## src/rtl/core/bls_pkg.sv

```systemverilog
// shared types, codes and constants of the battery load shedding sequencer
`timescale 1ns / 1ps
`default_nettype none

package bls_pkg;

	// module table: sixteen slots, the sweeps visit the first NUM_MODULES
	localparam int SLOTS = 16;
	localparam int SLOT_W = 4;

	// field widths
	localparam int MV_W = 13;
	localparam int HYS_W = 10;
	localparam int SUM_W = 14;
	localparam int ENABLES_W = 8;
	localparam int HS_W = 2;
	localparam int SLEEP_W = 2;
	localparam int CFG_IDX_W = 3;
	localparam int CFG_DATA_W = 13;

	// parameter defaults
	localparam int NUM_MODULES_DEF = 8;
	localparam int MAINBOARD_INDEX_DEF = 0;
	localparam int BUZZER_INDEX_DEF = 1;
	localparam int COMPUTER_INDEX_DEF = 2;

	// register reset values
	localparam logic [MV_W-1:0] EMPTY_TH_RST = 13'd3300;
	localparam logic [MV_W-1:0] ALL_OFF_TH_RST = 13'd3500;
	localparam logic [MV_W-1:0] SYSTEMS_TH_RST = 13'd3600;
	localparam logic [MV_W-1:0] ALARM_TH_RST = 13'd3700;
	localparam logic [HYS_W-1:0] ALARM_HYS_RST = 10'd100;
	localparam logic [HYS_W-1:0] RESTORE_HYS_RST = 10'd200;
	localparam logic [ENABLES_W-1:0] AUTO_ON_RST = 8'd0;

	// main computer handshake codes
	localparam logic [HS_W-1:0] HS_SHUTDOWN_DONE = 2'd1;
	localparam logic [HS_W-1:0] HS_SYSTEM_UP = 2'd2;

	// sleep request codes
	localparam logic [SLEEP_W-1:0] SLEEP_NONE = 2'd0;
	localparam logic [SLEEP_W-1:0] SLEEP_NORMAL = 2'd1;
	localparam logic [SLEEP_W-1:0] SLEEP_LOW_BATT = 2'd2;

	// configuration register indexes
	typedef enum logic [CFG_IDX_W-1:0] {
		CFG_EMPTY_TH = 3'd0,
		CFG_ALL_OFF_TH = 3'd1,
		CFG_SYSTEMS_TH = 3'd2,
		CFG_ALARM_TH = 3'd3,
		CFG_ALARM_HYS = 3'd4,
		CFG_RESTORE_HYS = 3'd5,
		CFG_AUTO_ON = 3'd6
	} cfg_reg_t;

	// module status
	typedef enum logic [1:0] {
		MS_OFF = 2'd0,
		MS_ON = 2'd1,
		MS_GOING_ON = 2'd2,
		MS_GOING_OFF = 2'd3
	} mod_state_t;

	// controller states
	typedef enum logic [3:0] {
		ST_IDLE,
		ST_ALARM,
		ST_SWEEP_A,
		ST_MAIN_ON,
		ST_ROVER,
		ST_BUTTON,
		ST_SWEEP_B,
		ST_FINISH,
		ST_DONE
	} ctrl_state_t;

	// datapath operations
	typedef enum logic [3:0] {
		OP_NONE,
		OP_LOAD,
		OP_ALARM,
		OP_SWEEP_A,
		OP_MAIN_ON,
		OP_ROVER,
		OP_BUTTON,
		OP_SWEEP_B,
		OP_FINISH,
		OP_PUBLISH
	} dp_op_t;

	typedef struct packed {
		dp_op_t op;
		logic [SLOT_W-1:0] idx;
	} dp_cmd_t;

	typedef struct packed {
		logic out_free;
	} dp_status_t;

endpackage

`default_nettype wire

```

## src/rtl/core/bls_ctrl.sv

```systemverilog
// controller state machine that sequences the parts of one tick
`timescale 1ns / 1ps
`default_nettype none

module bls_ctrl import bls_pkg::*; #(
	parameter int NUM_MODULES = NUM_MODULES_DEF
) (
	input wire logic clk,
	input wire logic arst_n,
	input wire logic in_valid,
	output logic in_stall,
	input wire dp_status_t status,
	output dp_cmd_t cmd
);

	localparam logic [SLOT_W-1:0] LAST_IDX = SLOT_W'(NUM_MODULES - 1);

	ctrl_state_t state_q, state_d;
	logic [SLOT_W-1:0] idx_q;
	logic in_sweep;
	logic idx_last;

	assign in_sweep = (state_q == ST_SWEEP_A) || (state_q == ST_SWEEP_B);
	assign idx_last = (idx_q == LAST_IDX);

	always_ff @(posedge clk or negedge arst_n) begin
		if (!arst_n) begin
			state_q <= ST_IDLE;
			idx_q <= '0;
		end else begin
			state_q <= state_d;
			idx_q <= (in_sweep && !idx_last) ? idx_q + 1'b1 : '0;
		end
	end

	// next state
	always_comb begin
		state_d = state_q;
		unique case (state_q)
			ST_IDLE: if (in_valid) state_d = ST_ALARM;
			ST_ALARM: state_d = ST_SWEEP_A;
			ST_SWEEP_A: if (idx_last) state_d = ST_MAIN_ON;
			ST_MAIN_ON: state_d = ST_ROVER;
			ST_ROVER: state_d = ST_BUTTON;
			ST_BUTTON: state_d = ST_SWEEP_B;
			ST_SWEEP_B: if (idx_last) state_d = ST_FINISH;
			ST_FINISH: state_d = ST_DONE;
			ST_DONE: if (status.out_free) state_d = ST_IDLE;
			default: state_d = ST_IDLE;
		endcase
	end

	// outputs
	always_comb begin
		in_stall = (state_q != ST_IDLE);
		cmd.idx = idx_q;
		cmd.op = OP_NONE;
		unique case (state_q)
			ST_IDLE: cmd.op = in_valid ? OP_LOAD : OP_NONE;
			ST_ALARM: cmd.op = OP_ALARM;
			ST_SWEEP_A: cmd.op = OP_SWEEP_A;
			ST_MAIN_ON: cmd.op = OP_MAIN_ON;
			ST_ROVER: cmd.op = OP_ROVER;
			ST_BUTTON: cmd.op = OP_BUTTON;
			ST_SWEEP_B: cmd.op = OP_SWEEP_B;
			ST_FINISH: cmd.op = OP_FINISH;
			ST_DONE: cmd.op = status.out_free ? OP_PUBLISH : OP_NONE;
			default: cmd.op = OP_NONE;
		endcase
	end

endmodule

`default_nettype wire

```

## src/rtl/core/bls_datapath.sv

```systemverilog
// datapath: registers, module table, threshold compares and result register
`timescale 1ns / 1ps
`default_nettype none

module bls_datapath import bls_pkg::*; #(
	parameter int NUM_MODULES = NUM_MODULES_DEF,
	parameter int MAINBOARD_INDEX = MAINBOARD_INDEX_DEF,
	parameter int BUZZER_INDEX = BUZZER_INDEX_DEF,
	parameter int COMPUTER_INDEX = COMPUTER_INDEX_DEF
) (
	input wire logic clk,
	input wire logic arst_n,
	input wire dp_cmd_t cmd,
	output dp_status_t status,
	input wire logic cfg_write_en,
	input wire logic [CFG_IDX_W-1:0] cfg_index,
	input wire logic [CFG_DATA_W-1:0] cfg_data,
	input wire logic [MV_W-1:0] battery_mv,
	input wire logic button_pressed,
	input wire logic button_pressed_again,
	input wire logic switch_on_position,
	input wire logic woke_from_comparator,
	input wire logic [HS_W-1:0] computer_handshake,
	output logic out_valid,
	input wire logic out_stall,
	output logic [ENABLES_W-1:0] module_enables,
	output logic current_sense_on,
	output logic [SLEEP_W-1:0] sleep_request,
	output logic system_enabled
);

	localparam logic [SLOT_W-1:0] MB = SLOT_W'(MAINBOARD_INDEX);
	localparam logic [SLOT_W-1:0] BZ = SLOT_W'(BUZZER_INDEX);
	localparam logic [SLOT_W-1:0] CP = SLOT_W'(COMPUTER_INDEX);

	// configuration
	logic [MV_W-1:0] empty_th_q, all_off_th_q, systems_th_q, alarm_th_q;
	logic [HYS_W-1:0] alarm_hys_q, restore_hys_q;
	logic [ENABLES_W-1:0] auto_on_q;

	// captured tick inputs
	logic [MV_W-1:0] battery_q;
	logic b1_q, b2_q, sw_q, wake_q;
	logic [HS_W-1:0] hs_q;

	// tick state
	mod_state_t ms_q [SLOTS];
	mod_state_t ms_d [SLOTS];
	logic [SLOTS-1:0] le_q, le_d;
	logic sys_on_q, sys_on_d;
	logic alarm_q, alarm_d;
	logic btn_now_q, btn_now_d;
	logic btn_before_q, btn_before_d;
	logic sense_q, sense_d;
	logic [SLEEP_W-1:0] sleep_q, sleep_d;
	logic shed_q, shed_d;
	logic any_q, any_d;

	// result register
	logic out_valid_q;
	logic [ENABLES_W-1:0] enables_out_q;
	logic sense_out_q;
	logic [SLEEP_W-1:0] sleep_out_q;
	logic sys_on_out_q;
	logic [ENABLES_W-1:0] enables_now;

	// compares
	logic [SUM_W-1:0] v_ext;
	logic [SUM_W-1:0] ao_ahys, alarm_ahys, ao_rh, sys_rh;
	logic v_lt_empty, v_lt_ao, v_lt_sys, v_lt_alarm;
	logic v_gt_ao_ahys, v_gt_alarm_ahys, v_gt_ao_rh, v_gt_sys_rh;

	// sweep element and start-up request
	mod_state_t s_cur, s_mid;
	logic l_mid;
	logic idx_is_mb, idx_is_bz, idx_is_cp;
	logic rover_go;

	assign v_ext = SUM_W'(battery_q);
	assign ao_ahys = SUM_W'(all_off_th_q) + SUM_W'(alarm_hys_q);
	assign alarm_ahys = SUM_W'(alarm_th_q) + SUM_W'(alarm_hys_q);
	assign ao_rh = SUM_W'(all_off_th_q) + SUM_W'(restore_hys_q);
	assign sys_rh = SUM_W'(systems_th_q) + SUM_W'(restore_hys_q);

	assign v_lt_empty = battery_q < empty_th_q;
	assign v_lt_ao = battery_q < all_off_th_q;
	assign v_lt_sys = battery_q < systems_th_q;
	assign v_lt_alarm = battery_q < alarm_th_q;
	assign v_gt_ao_ahys = v_ext > ao_ahys;
	assign v_gt_alarm_ahys = v_ext > alarm_ahys;
	assign v_gt_ao_rh = v_ext > ao_rh;
	assign v_gt_sys_rh = v_ext > sys_rh;

	assign idx_is_mb = (cmd.idx == MB);
	assign idx_is_bz = (cmd.idx == BZ);
	assign idx_is_cp = (cmd.idx == CP);

	// configuration writes
	always_ff @(posedge clk or negedge arst_n) begin
		if (!arst_n) begin
			empty_th_q <= EMPTY_TH_RST;
			all_off_th_q <= ALL_OFF_TH_RST;
			systems_th_q <= SYSTEMS_TH_RST;
			alarm_th_q <= ALARM_TH_RST;
			alarm_hys_q <= ALARM_HYS_RST;
			restore_hys_q <= RESTORE_HYS_RST;
			auto_on_q <= AUTO_ON_RST;
		end else if (cfg_write_en) begin
			unique case (cfg_index)
				CFG_EMPTY_TH: empty_th_q <= cfg_data;
				CFG_ALL_OFF_TH: all_off_th_q <= cfg_data;
				CFG_SYSTEMS_TH: systems_th_q <= cfg_data;
				CFG_ALARM_TH: alarm_th_q <= cfg_data;
				CFG_ALARM_HYS: alarm_hys_q <= cfg_data[HYS_W-1:0];
				CFG_RESTORE_HYS: restore_hys_q <= cfg_data[HYS_W-1:0];
				CFG_AUTO_ON: auto_on_q <= cfg_data[ENABLES_W-1:0];
				default: ;
			endcase
		end
	end

	// input capture
	always_ff @(posedge clk) begin
		if (cmd.op == OP_LOAD) begin
			battery_q <= battery_mv;
			b1_q <= button_pressed;
			b2_q <= button_pressed_again;
			sw_q <= switch_on_position;
			wake_q <= woke_from_comparator;
			hs_q <= computer_handshake;
		end
	end

	// next tick state
	always_comb begin
		ms_d = ms_q;
		le_d = le_q;
		sys_on_d = sys_on_q;
		alarm_d = alarm_q;
		btn_now_d = btn_now_q;
		btn_before_d = btn_before_q;
		sense_d = sense_q;
		sleep_d = sleep_q;
		shed_d = shed_q;
		any_d = any_q;
		rover_go = 1'b0;
		s_cur = ms_q[cmd.idx];
		s_mid = s_cur;
		l_mid = le_q[cmd.idx];

		unique case (cmd.op)
			OP_NONE, OP_LOAD, OP_PUBLISH: ;
			OP_ALARM: begin
				if (v_lt_alarm && v_gt_ao_ahys && sys_on_q)
					alarm_d = 1'b1;
				else if (v_gt_alarm_ahys || v_lt_ao)
					alarm_d = 1'b0;
				// buzzer toggles each tick while the alarm runs
				if (alarm_d && ms_q[BZ] == MS_OFF) begin
					le_d[BZ] = 1'b1;
					ms_d[BZ] = MS_ON;
				end else begin
					le_d[BZ] = 1'b0;
					ms_d[BZ] = MS_OFF;
				end
				sleep_d = v_lt_empty ? SLEEP_LOW_BATT : SLEEP_NONE;
				// either shedding level drops the current sense supply
				if (v_lt_empty || v_lt_ao) sense_d = 1'b0;
				shed_d = 1'b0;
				any_d = 1'b0;
			end
			OP_SWEEP_A: begin
				// pending transition first
				unique case (s_cur)
					MS_GOING_OFF: begin
						if (!idx_is_cp || hs_q == HS_SHUTDOWN_DONE) begin
							l_mid = 1'b0;
							s_mid = MS_OFF;
						end
					end
					MS_GOING_ON: begin
						l_mid = 1'b1;
						if (!idx_is_cp || hs_q == HS_SYSTEM_UP) s_mid = MS_ON;
					end
					MS_OFF, MS_ON: ;
				endcase
				// then shedding level
				priority if (v_lt_empty) begin
					l_mid = 1'b0;
					s_mid = MS_OFF;
				end else if (v_lt_ao) begin
					if (s_mid == MS_ON) s_mid = MS_GOING_OFF;
				end else if (v_lt_sys) begin
					if (!idx_is_mb && !idx_is_bz && s_mid == MS_ON) s_mid = MS_GOING_OFF;
				end else begin
				end
				ms_d[cmd.idx] = s_mid;
				le_d[cmd.idx] = l_mid;
			end
			OP_MAIN_ON: begin
				if (ms_q[MB] == MS_OFF && sys_on_q && v_gt_ao_rh) begin
					sys_on_d = 1'b1;
					sense_d = 1'b1;
					le_d[MB] = 1'b1;
					ms_d[MB] = MS_ON;
				end
			end
			OP_ROVER: begin
				rover_go = (ms_q[CP] == MS_OFF) && sys_on_q && v_gt_sys_rh;
			end
			OP_BUTTON: begin
				btn_before_d = btn_now_q;
				if (b1_q) begin
					btn_now_d = 1'b1;
					if (!btn_now_q || wake_q) begin
						if (b2_q) rover_go = 1'b1;
						else btn_now_d = 1'b0;
					end
				end else begin
					btn_now_d = 1'b0;
					if (btn_now_q) begin
						if (!b2_q) begin
							// switch off: soft shed runs in the next sweep
							sys_on_d = 1'b0;
							shed_d = 1'b1;
							sense_d = 1'b0;
						end else begin
							btn_now_d = 1'b1;
						end
					end
				end
			end
			OP_SWEEP_B: begin
				if (shed_q && s_cur == MS_ON) ms_d[cmd.idx] = MS_GOING_OFF;
				any_d = any_q | (s_cur != MS_OFF);
			end
			OP_FINISH: begin
				if (sys_on_q && ms_q[CP] == MS_OFF && v_gt_sys_rh)
					ms_d[CP] = MS_GOING_ON;
				else if (!sys_on_q && ms_q[CP] == MS_ON)
					ms_d[CP] = MS_GOING_OFF;
				if (!sys_on_q && !sw_q && !any_q && sleep_q == SLEEP_NONE)
					sleep_d = SLEEP_NORMAL;
			end
			default: ;
		endcase

		// rover start-up, later writes win where slots coincide
		if (rover_go) begin
			if (sw_q && v_gt_ao_rh) begin
				btn_now_d = 1'b1;
				btn_before_d = 1'b1;
				sys_on_d = 1'b1;
				sense_d = 1'b1;
				le_d[MB] = 1'b1;
				ms_d[MB] = MS_ON;
			end
			if (sw_q && v_gt_sys_rh) begin
				for (int i = 0; i < ENABLES_W; i++) begin
					if (i < NUM_MODULES && auto_on_q[i]) begin
						le_d[i] = 1'b1;
						ms_d[i] = MS_ON;
					end
				end
				le_d[CP] = 1'b1;
				ms_d[CP] = MS_GOING_ON;
			end
		end
	end

	always_ff @(posedge clk or negedge arst_n) begin
		if (!arst_n) begin
			for (int i = 0; i < SLOTS; i++) ms_q[i] <= MS_OFF;
			le_q <= '0;
			sys_on_q <= 1'b0;
			alarm_q <= 1'b0;
			btn_now_q <= 1'b0;
			btn_before_q <= 1'b0;
			sense_q <= 1'b0;
			sleep_q <= SLEEP_NONE;
			shed_q <= 1'b0;
			any_q <= 1'b0;
		end else begin
			ms_q <= ms_d;
			le_q <= le_d;
			sys_on_q <= sys_on_d;
			alarm_q <= alarm_d;
			btn_now_q <= btn_now_d;
			btn_before_q <= btn_before_d;
			sense_q <= sense_d;
			sleep_q <= sleep_d;
			shed_q <= shed_d;
			any_q <= any_d;
		end
	end

	// visible enables
	always_comb begin
		enables_now = '0;
		for (int i = 0; i < ENABLES_W; i++)
			enables_now[i] = (i < NUM_MODULES) && le_q[i];
	end

	// result register
	always_ff @(posedge clk or negedge arst_n) begin
		if (!arst_n) begin
			out_valid_q <= 1'b0;
		end else if (cmd.op == OP_PUBLISH) begin
			out_valid_q <= 1'b1;
		end else if (!out_stall) begin
			out_valid_q <= 1'b0;
		end
	end

	always_ff @(posedge clk) begin
		if (cmd.op == OP_PUBLISH) begin
			enables_out_q <= enables_now;
			sense_out_q <= sense_q;
			sleep_out_q <= sleep_q;
			sys_on_out_q <= sys_on_q;
		end
	end

	assign status.out_free = !out_valid_q || !out_stall;
	assign out_valid = out_valid_q;
	assign module_enables = enables_out_q;
	assign current_sense_on = sense_out_q;
	assign sleep_request = sleep_out_q;
	assign system_enabled = sys_on_out_q;

endmodule

`default_nettype wire

```

## src/rtl/core/battery_load_shedding_sequencer_core.sv

```systemverilog
// top level of the battery load shedding sequencer
`timescale 1ns / 1ps
`default_nettype none

// one input transfer is one control tick: battery voltage, two button samples,
// switch position, wakeup source and the main computer handshake. the tick runs
// as a fixed sequence: buzzer alarm, a sweep over the module table that
// completes pending transitions and applies load shedding, mainboard restore,
// rover start-up and button handling, a second sweep for switch-off shedding and
// the any-module-running check, the computer fix-up and sleep decision, and the
// load of the result register, which waits while a held result is still stalled.
// the next input transfer is taken the cycle after the result register loads,
// so a new tick is not taken before the last one is through. the result
// register keeps a finished result while the next tick is taken in; in_stall is
// high for the whole tick. configuration writes land at once and are meant for
// idle periods between ticks; register indexes above the list are ignored.
module battery_load_shedding_sequencer_core import bls_pkg::*; #(
	parameter int NUM_MODULES = NUM_MODULES_DEF,
	parameter int MAINBOARD_INDEX = MAINBOARD_INDEX_DEF,
	parameter int BUZZER_INDEX = BUZZER_INDEX_DEF,
	parameter int COMPUTER_INDEX = COMPUTER_INDEX_DEF
) (
	input wire logic clk,
	input wire logic arst_n,
	// configuration write port
	input wire logic cfg_write_en,
	input wire logic [CFG_IDX_W-1:0] cfg_index,
	input wire logic [CFG_DATA_W-1:0] cfg_data,
	// tick input channel
	input wire logic in_valid,
	output logic in_stall,
	input wire logic [MV_W-1:0] battery_mv,
	input wire logic button_pressed,
	input wire logic button_pressed_again,
	input wire logic switch_on_position,
	input wire logic woke_from_comparator,
	input wire logic [HS_W-1:0] computer_handshake,
	// result channel
	output logic out_valid,
	input wire logic out_stall,
	output logic [ENABLES_W-1:0] module_enables,
	output logic current_sense_on,
	output logic [SLEEP_W-1:0] sleep_request,
	output logic system_enabled
);

	dp_cmd_t cmd;
	dp_status_t status;

	// sequencer: walks the parts of the tick and the table sweeps
	bls_ctrl #(
		.NUM_MODULES(NUM_MODULES)
	) u_ctrl (
		.clk(clk),
		.arst_n(arst_n),
		.in_valid(in_valid),
		.in_stall(in_stall),
		.status(status),
		.cmd(cmd)
	);

	// registers, module table, compares and result register
	bls_datapath #(
		.NUM_MODULES(NUM_MODULES),
		.MAINBOARD_INDEX(MAINBOARD_INDEX),
		.BUZZER_INDEX(BUZZER_INDEX),
		.COMPUTER_INDEX(COMPUTER_INDEX)
	) u_datapath (
		.clk(clk),
		.arst_n(arst_n),
		.cmd(cmd),
		.status(status),
		.cfg_write_en(cfg_write_en),
		.cfg_index(cfg_index),
		.cfg_data(cfg_data),
		.battery_mv(battery_mv),
		.button_pressed(button_pressed),
		.button_pressed_again(button_pressed_again),
		.switch_on_position(switch_on_position),
		.woke_from_comparator(woke_from_comparator),
		.computer_handshake(computer_handshake),
		.out_valid(out_valid),
		.out_stall(out_stall),
		.module_enables(module_enables),
		.current_sense_on(current_sense_on),
		.sleep_request(sleep_request),
		.system_enabled(system_enabled)
	);

	// a taken tick keeps the input side closed on the next cycle
	a_busy_after_transfer: assert property (@(posedge clk) disable iff (!arst_n)
		in_valid && !in_stall |=> in_stall)
		else $error("input side open right after a tick transfer");

	// a result only appears at the end of a tick in progress
	a_result_from_tick: assert property (@(posedge clk) disable iff (!arst_n)
		$rose(out_valid) |-> $past(in_stall))
		else $error("result offered without a tick in progress");

	// normal deep sleep is only asked for with the system switched off
	a_sleep_needs_off: assert property (@(posedge clk) disable iff (!arst_n)
		out_valid && sleep_request == SLEEP_NORMAL |-> !system_enabled)
		else $error("normal sleep requested while system is on");

endmodule

`default_nettype wire
```

## config.mk

```make
export PLATFORM = sky130hd
export DESIGN_NAME = battery_load_shedding_sequencer_core
export DESIGN_NICKNAME = d
export VERILOG_FILES = /design/src/rtl/core/bls_pkg.sv /design/src/rtl/core/bls_ctrl.sv /design/src/rtl/core/bls_datapath.sv /design/src/rtl/core/battery_load_shedding_sequencer_core.sv
export SDC_FILE = /design/constraint.sdc
export NUM_CORES = 1
export LEC_CHECK = 0
export ABC_AREA = 1
export BUFFER_PORTS_ARGS = -buffer_cell sky130_fd_sc_hd__buf_4
export CAP_MARGIN = 10
export CORE_ASPECT_RATIO = 0.7
export CORE_MARGIN = 4
export CORE_UTILIZATION = 40
export CTS_CLUSTER_SIZE = 40
export DETAILED_ROUTE_END_ITERATION = 10
export GPL_TIMING_DRIVEN = 0
export PLACE_DENSITY_LB_ADDON = 0.1
export SYNTH_ARGS = -nofsm -noshare
export SYNTH_HDL_FRONTEND = slang
export SYNTH_HIERARCHICAL = 1
export SYNTH_SLANG_ARGS = --single-unit
```

## constraint.sdc

```tcl
create_clock -name clk -period 4.8 [get_ports clk]
set_input_delay 0.72 -clock clk [delete_from_list [all_inputs] [get_ports clk]]
set_output_delay 0.72 -clock clk [all_outputs]
set_load 0.02 [all_outputs]
```

# [Word-level counts from Yosys, hierarchy flattened]
# Index checks and enable logic that the tools add are counted.
[totals] register_bits=176 inputBits=40 output_inout_bits=14 elab_cells=274
[op_classes] addsub=5 magnitude_cmp=12 eq_ne=43 mux=106 bitwise=3 reduce_logical=60
[op_table] cell="$pmux 4 s9" count=2
[op_table] cell="$add 13x10->14" count=4
[op_table] cell="$gt 13x14->1" count=4
[op_table] cell="$lt 13x13->1" count=4
[op_table] cell="$pmux 26 s2" count=1
[op_table] cell="$mux 2" count=25
[op_table] cell="$mux 1" count=47
[op_table] cell="$eq 4x3->1 const B" count=9
[op_table] cell="$bwmux 32" count=1
[op_table] cell="$mux 16" count=2
[op_table] cell="$mux 32" count=1
[op_table] cell="$or 32x32->32" count=1
[op_table] cell="$mux 4" count=6
[op_table] cell="$eq 4x2->1 const B" count=5
[op_table] cell="$logic_and 1x1->1" count=19
[op_table] cell="$pmux 2 s3" count=3
[op_table] cell="$reduce_and 2->1" count=9
[op_table] cell="$bwmux 16" count=1
[op_table] cell="$mux 8" count=2
[op_table] cell="$ne 2x1->1 const B" count=7
[op_table] cell="$pmux 1 s2" count=7
[op_table] cell="$eq 4x1->1 const B" count=3
[op_table] cell="$eq 4x4->1 const B" count=3
[op_table] cell="$logic_not 1->1" count=10
[op_table] cell="other kinds (27)" count=53

# [Logic depth before layout (Yosys ltp)]
[depth] depth_word=20 depth_mapped=24 depth_no_buf=24

# [Cells and area by module]
# The synthesis kept the hierarchy.
[modules_own_cells] module="bls_datapath" n_inst=1 cells_each=1561 area_each_um2=11878.9 seq_area_each_um2=4371.7
[modules_own_cells] module="bls_ctrl" n_inst=1 cells_each=49 area_each_um2=422.9 seq_area_each_um2=200.2

# [Worst setup path after synthesis]
# Ideal clock, no wire load.
[synth_path] path_type="register to register" start="register u_datapath.systems_th_q[0]" end="register u_datapath/ms_q[23] in the netlist's numbering" t_arrival_ns=3.250 setup_slack_ns=1.436 path_stages_with_launch=24 path_buffers=1 synth_period_minus_slack_ns=3.364 path_cell_list="dfrtp_1 ha_1 inv_1 fa_1 nor4_1 nor2_1 o21ai_0 nand2_1 nand2_1 a21oi_1 xor2_1 ha_1 nand2_1 inv_1 nand4_1 nand2_1 a21oi_1 nand2_1 inv_1 and3_1 clkbuf_1 nand3_1 nand2_1 inv_1"
[synth_rtl] element="from (decl)" line="bls_datapath.sv:37" source="logic [MV_W-1:0] empty_th_q, all_off_th_q, systems_th_q, alarm_th_q;"
[synth_rtl] element="from (signal assigned)" line="bls_datapath.sv:112" source="CFG_SYSTEMS_TH: systems_th_q <= cfg_data;"
[synth_rtl] element="to (signal assigned)" line="bls_datapath.sv:284" source="ms_q <= ms_d;"
[synth_rtl] element="to (decl)" line="bls_datapath.sv:47" source="mod_state_t ms_q [SLOTS];"

==> qor.log <==
qor: timing.relative_max_transition_margin 37.9%
qor: synthesis.synth_edf_count 31
qor: grt.grt_antenna_before_repair 2
qor: die.placementRows 53
qor: timing.period_minus_slack 4220 ps
qor: cts.cts_setup_buffers 0
qor: cts.clk_pin_slew_worst_paths 70 ps
qor: timing.worst_pin_slew 928 ps
qor: synthesis.postSynth.asyncResetShare 82.3%
qor: grt.grt_start_max_net_pins 74
qor: pwr.p_leak 0.00698 µW
qor: die.starting_density 40.8%
qor: cts.cts_inserted_buffers 17
qor: run.max_cap_violations 0
qor: timing.grt_setup_unrepaired false
qor: die.floorplan.core_area 30,200 µm²
qor: die.dieWidth 218 µm
qor: cts.htreeDepth 4
qor: setup_path.critical_path_required 5150 ps
qor: drt.viasPerCell 5.14
qor: layout.number_of_nets_in_the_layout 1,870
qor: drt.drt-initial-drc-count 888
qor: synthesis.ys_ff_latch 175
qor: drt.wirelength 37.4 mm
qor: cts.clockRootBuffer clkbuf_16
qor: synthesis.ys_seq_area_share 37.2%
qor: layout.final_util 46.0%
qor: cts.cts-resized-gates 0
qor: drt.detailedRoute.firstPassIterationCount 5
qor: placed_design.dp.final_hpwl 28.5 mm
qor: placed_design.place.gp.congestion 0.883
qor: setup_path.worst_setup_path_start_kind register
qor: setup_path.critical_path.endpoint_type register
qor: setup_path.worst-path-max-fanout 8
qor: synthesis.synth.top_cell.area_share 23.2%
qor: placed_design.buffer_ports.inserted 53
qor: drt.drc 0
qor: synthesis.synth_cell_types 47
qor: synthesis.yosys_most_used_dff dfrtp_1
qor: cts.clk_path_buf_depth 2
qor: setup_path.worstSetupPathType register to register
qor: die.io_pins 54
qor: grt.grt_pass1_vias 10,185
qor: cts.cts_num_sinks 175
qor: synthesis.ys_warn_count 6
qor: drt.wire_per_inst 17.7 µm
qor: synthesis.yosys-top-cells-area dfrtp_1, ha_1, nand2_1
qor: timing.setup_total_negative_slack 0 ps
qor: timing.finalHoldViolCount 0
qor: timing.timing.final.setup_violations 0
qor: grt.global_route.usage.total 22.6%
qor: synthesis.syn-num-nets 1,795
qor: die.chipHeight 155 µm
qor: drt.drt.antenna.violating_nets 0
qor: timing.finalHoldWorstSlack 294 ps
qor: pwr.power_density 544 nW/µm²
qor: timing.layout_worst_path_cycle_share 88.0%
qor: cts.insertion_delay_to_the_later_sink_of_the_worst_skew_pair 460 ps
qor: cts.cts-hold-fix-buffers 0
qor: synthesis.synthCells 1,610
qor: placed_design.place.detailed.instances 2,078
qor: synthesis.synth_area_per_cell 7.64 µm²
qor: drt.vias 10,844
qor: layout.post_route_cells_drive_above_1_share 9.54%
qor: die.die_area 33,700 µm²
qor: synthesis.synth.most_common_cell nand2_1
qor: grt.grt_pass1_wl 58.5 mm
qor: hold_path.hold_path_class input port to async pin
qor: timing.maxSlewViolCount 0
qor: grt.grt-ovfl-total 0
qor: pwr.irDropWorstVdd 270 µV
qor: timing.max_clock_skew 14.5 ps
qor: synthesis.synth_top_area_cell dfrtp_1
qor: setup_path.worstPathArrival 4570 ps
qor: cts.cts_tree built
qor: layout.area.growth.synth_to_final 12.7%
qor: layout.layout.cells.non_filler 2,111
qor: synthesis.netlist_top_cells_count nand2_1, inv_1, ha_1, o21ai_0, dfrtp_1
qor: timing.clock.fmax 237 MHz
qor: synthesis.syn_area 12,300 µm²
qor: run_status.outcome completed
==> logic make-up after synthesis <==
group | after synthesis | synth area share (%)
XOR/XNOR | 46 | 3.27
flip-flops | 175 | 37.2
AO/OA/AOI/OAI | 298 | 13.1
buffers and inverters | 253 | 7.92
AND/OR/NAND/NOR | 693 | 23.5
adder cells (fa/ha/maj) | 145 | 15.0
==> cell type report <==
cell class	instances	area [µm²]
plain buffers	25	119
clock buffers	18	429
clock inverters	14	154
diodes	1	2.50
fillers	3051	16300
inverters	228	856
multi-input cells	1182	6760
repair buffers	56	455
well taps	412	515
flip-flops and latches	175	4570
==> per-layer routing <==
metal / wire length, µm / track usage, % / vias to the layer above / share of wire, %
met1: 20300 / 37.4 / 5066 / 54
met4: 359 / 4.15 / 0 / 0.96
li1: - / - / 5455 / -
met5: 0 / 0 / - / 0
met3: 2350 / 3.71 / 26 / 6.3
met2: 14400 / 30.4 / 297 / 39
==> worst max-delay path: stages, from the launching register on <==
cell and delay, ps:
dfrtp_1 400, ha_1 220, inv_1 60, fa_1 430, nor4_1 310, nor2_1 110, o21ai_0 310, nand2_1 80
nand2_1 70, a21oi_1 60, xor2_1 150, ha_1 280, nand2_1 90, inv_1 60, nand4_1 90, nand2_1 50
a21oi_1 110, nand2_1 70, inv_1 130, and3_1 170, clkbuf_1 400, nand3_1 290, nand2_1 140, inv_1 40
==> registers in the layout, indices dropped and copies added, names as in the netlist, 4 cells and up <==
| register | flops |
|---|---|
| u_datapath/le_q | 16 |
| u_datapath/empty_th_q | 13 |
| u_datapath/module_enables | 8 |
| u_datapath/systems_th_q | 13 |
| u_datapath/auto_on_q | 7 |
| u_datapath/restore_hys_q | 10 |
| u_datapath/alarm_th_q | 13 |
| u_ctrl/idx_q | 4 |
| u_datapath/battery_q | 13 |
| u_datapath/alarm_hys_q | 10 |
| u_ctrl/state_q | 4 |
| u_datapath/ms_q | 32 |
| u_datapath/all_off_th_q | 13 |
==> metrics by stage <==
step	area, µm²	total power, µW	setup WS (ps)
finish	13900	7550	578
detailed placement	13300	6090	680
CTS	13900	7550	659
floorplan	12300	4930	1440
global placement	13200	5990	666
global route	13900	8240	122
==> cells in the final DEF (no fill, tap or decap), types with 7 or more instances in the layout <==
cell type  count
xor2_1        36
o21ai_0      131
clkbuf_16     17
clkbuf_1      20
dfrtp_1      114
nand3_1       56
o211ai_1      12
nand2_1      451
buf_4         54
inv_2          9
nand4_1       21
xnor2_1       10
nor2_1       109
nor2_2        12
nor4_1        10
nor3_1        14
a21o_1         7
a21oi_1      100
edfxtp_1      31
o21ai_1       13
inv_1        217
ha_1         141
o22ai_1       15
dfstp_2       30
==> path summary, 6_finish.rpt <==
| kind | startpoint | endpoint | slack, ps | cells after the start |
|---|---|---|---|---|
| min in group clk | battery_mv[7] | u_datapath/battery_q[7] | 440 | 1 |
| worst max register to register | u_datapath/restore_hys_q[0] | u_datapath/ms_q[17] | 580 | 23 |
| worst max-delay path | u_datapath/restore_hys_q[0] | u_datapath/ms_q[17] | 580 | 23 |
| worst min-delay path | arst_n | u_datapath/alarm_th_q[1] | 290 | 1 |
| worst min register to register | u_datapath/sleep_q[0] | u_datapath/sleep_request[0] | 470 | 0 |
| max in group asynchronous | arst_n | u_datapath/restore_hys_q[3] | 3620 | 2 |
==> power by group <==
| group | internal (µW) | total (µW) | switching [µW] | leakage (µW) |
|---|---|---|---|---|
| combinational | 1330 | 3760 | 2430 | 0.00461 |
| clock | 737 | 1410 | 669 | 0.000284 |
| sequential | 1900 | 2380 | 482 | 0.00209 |
Power figures use the tool's default switching activity.
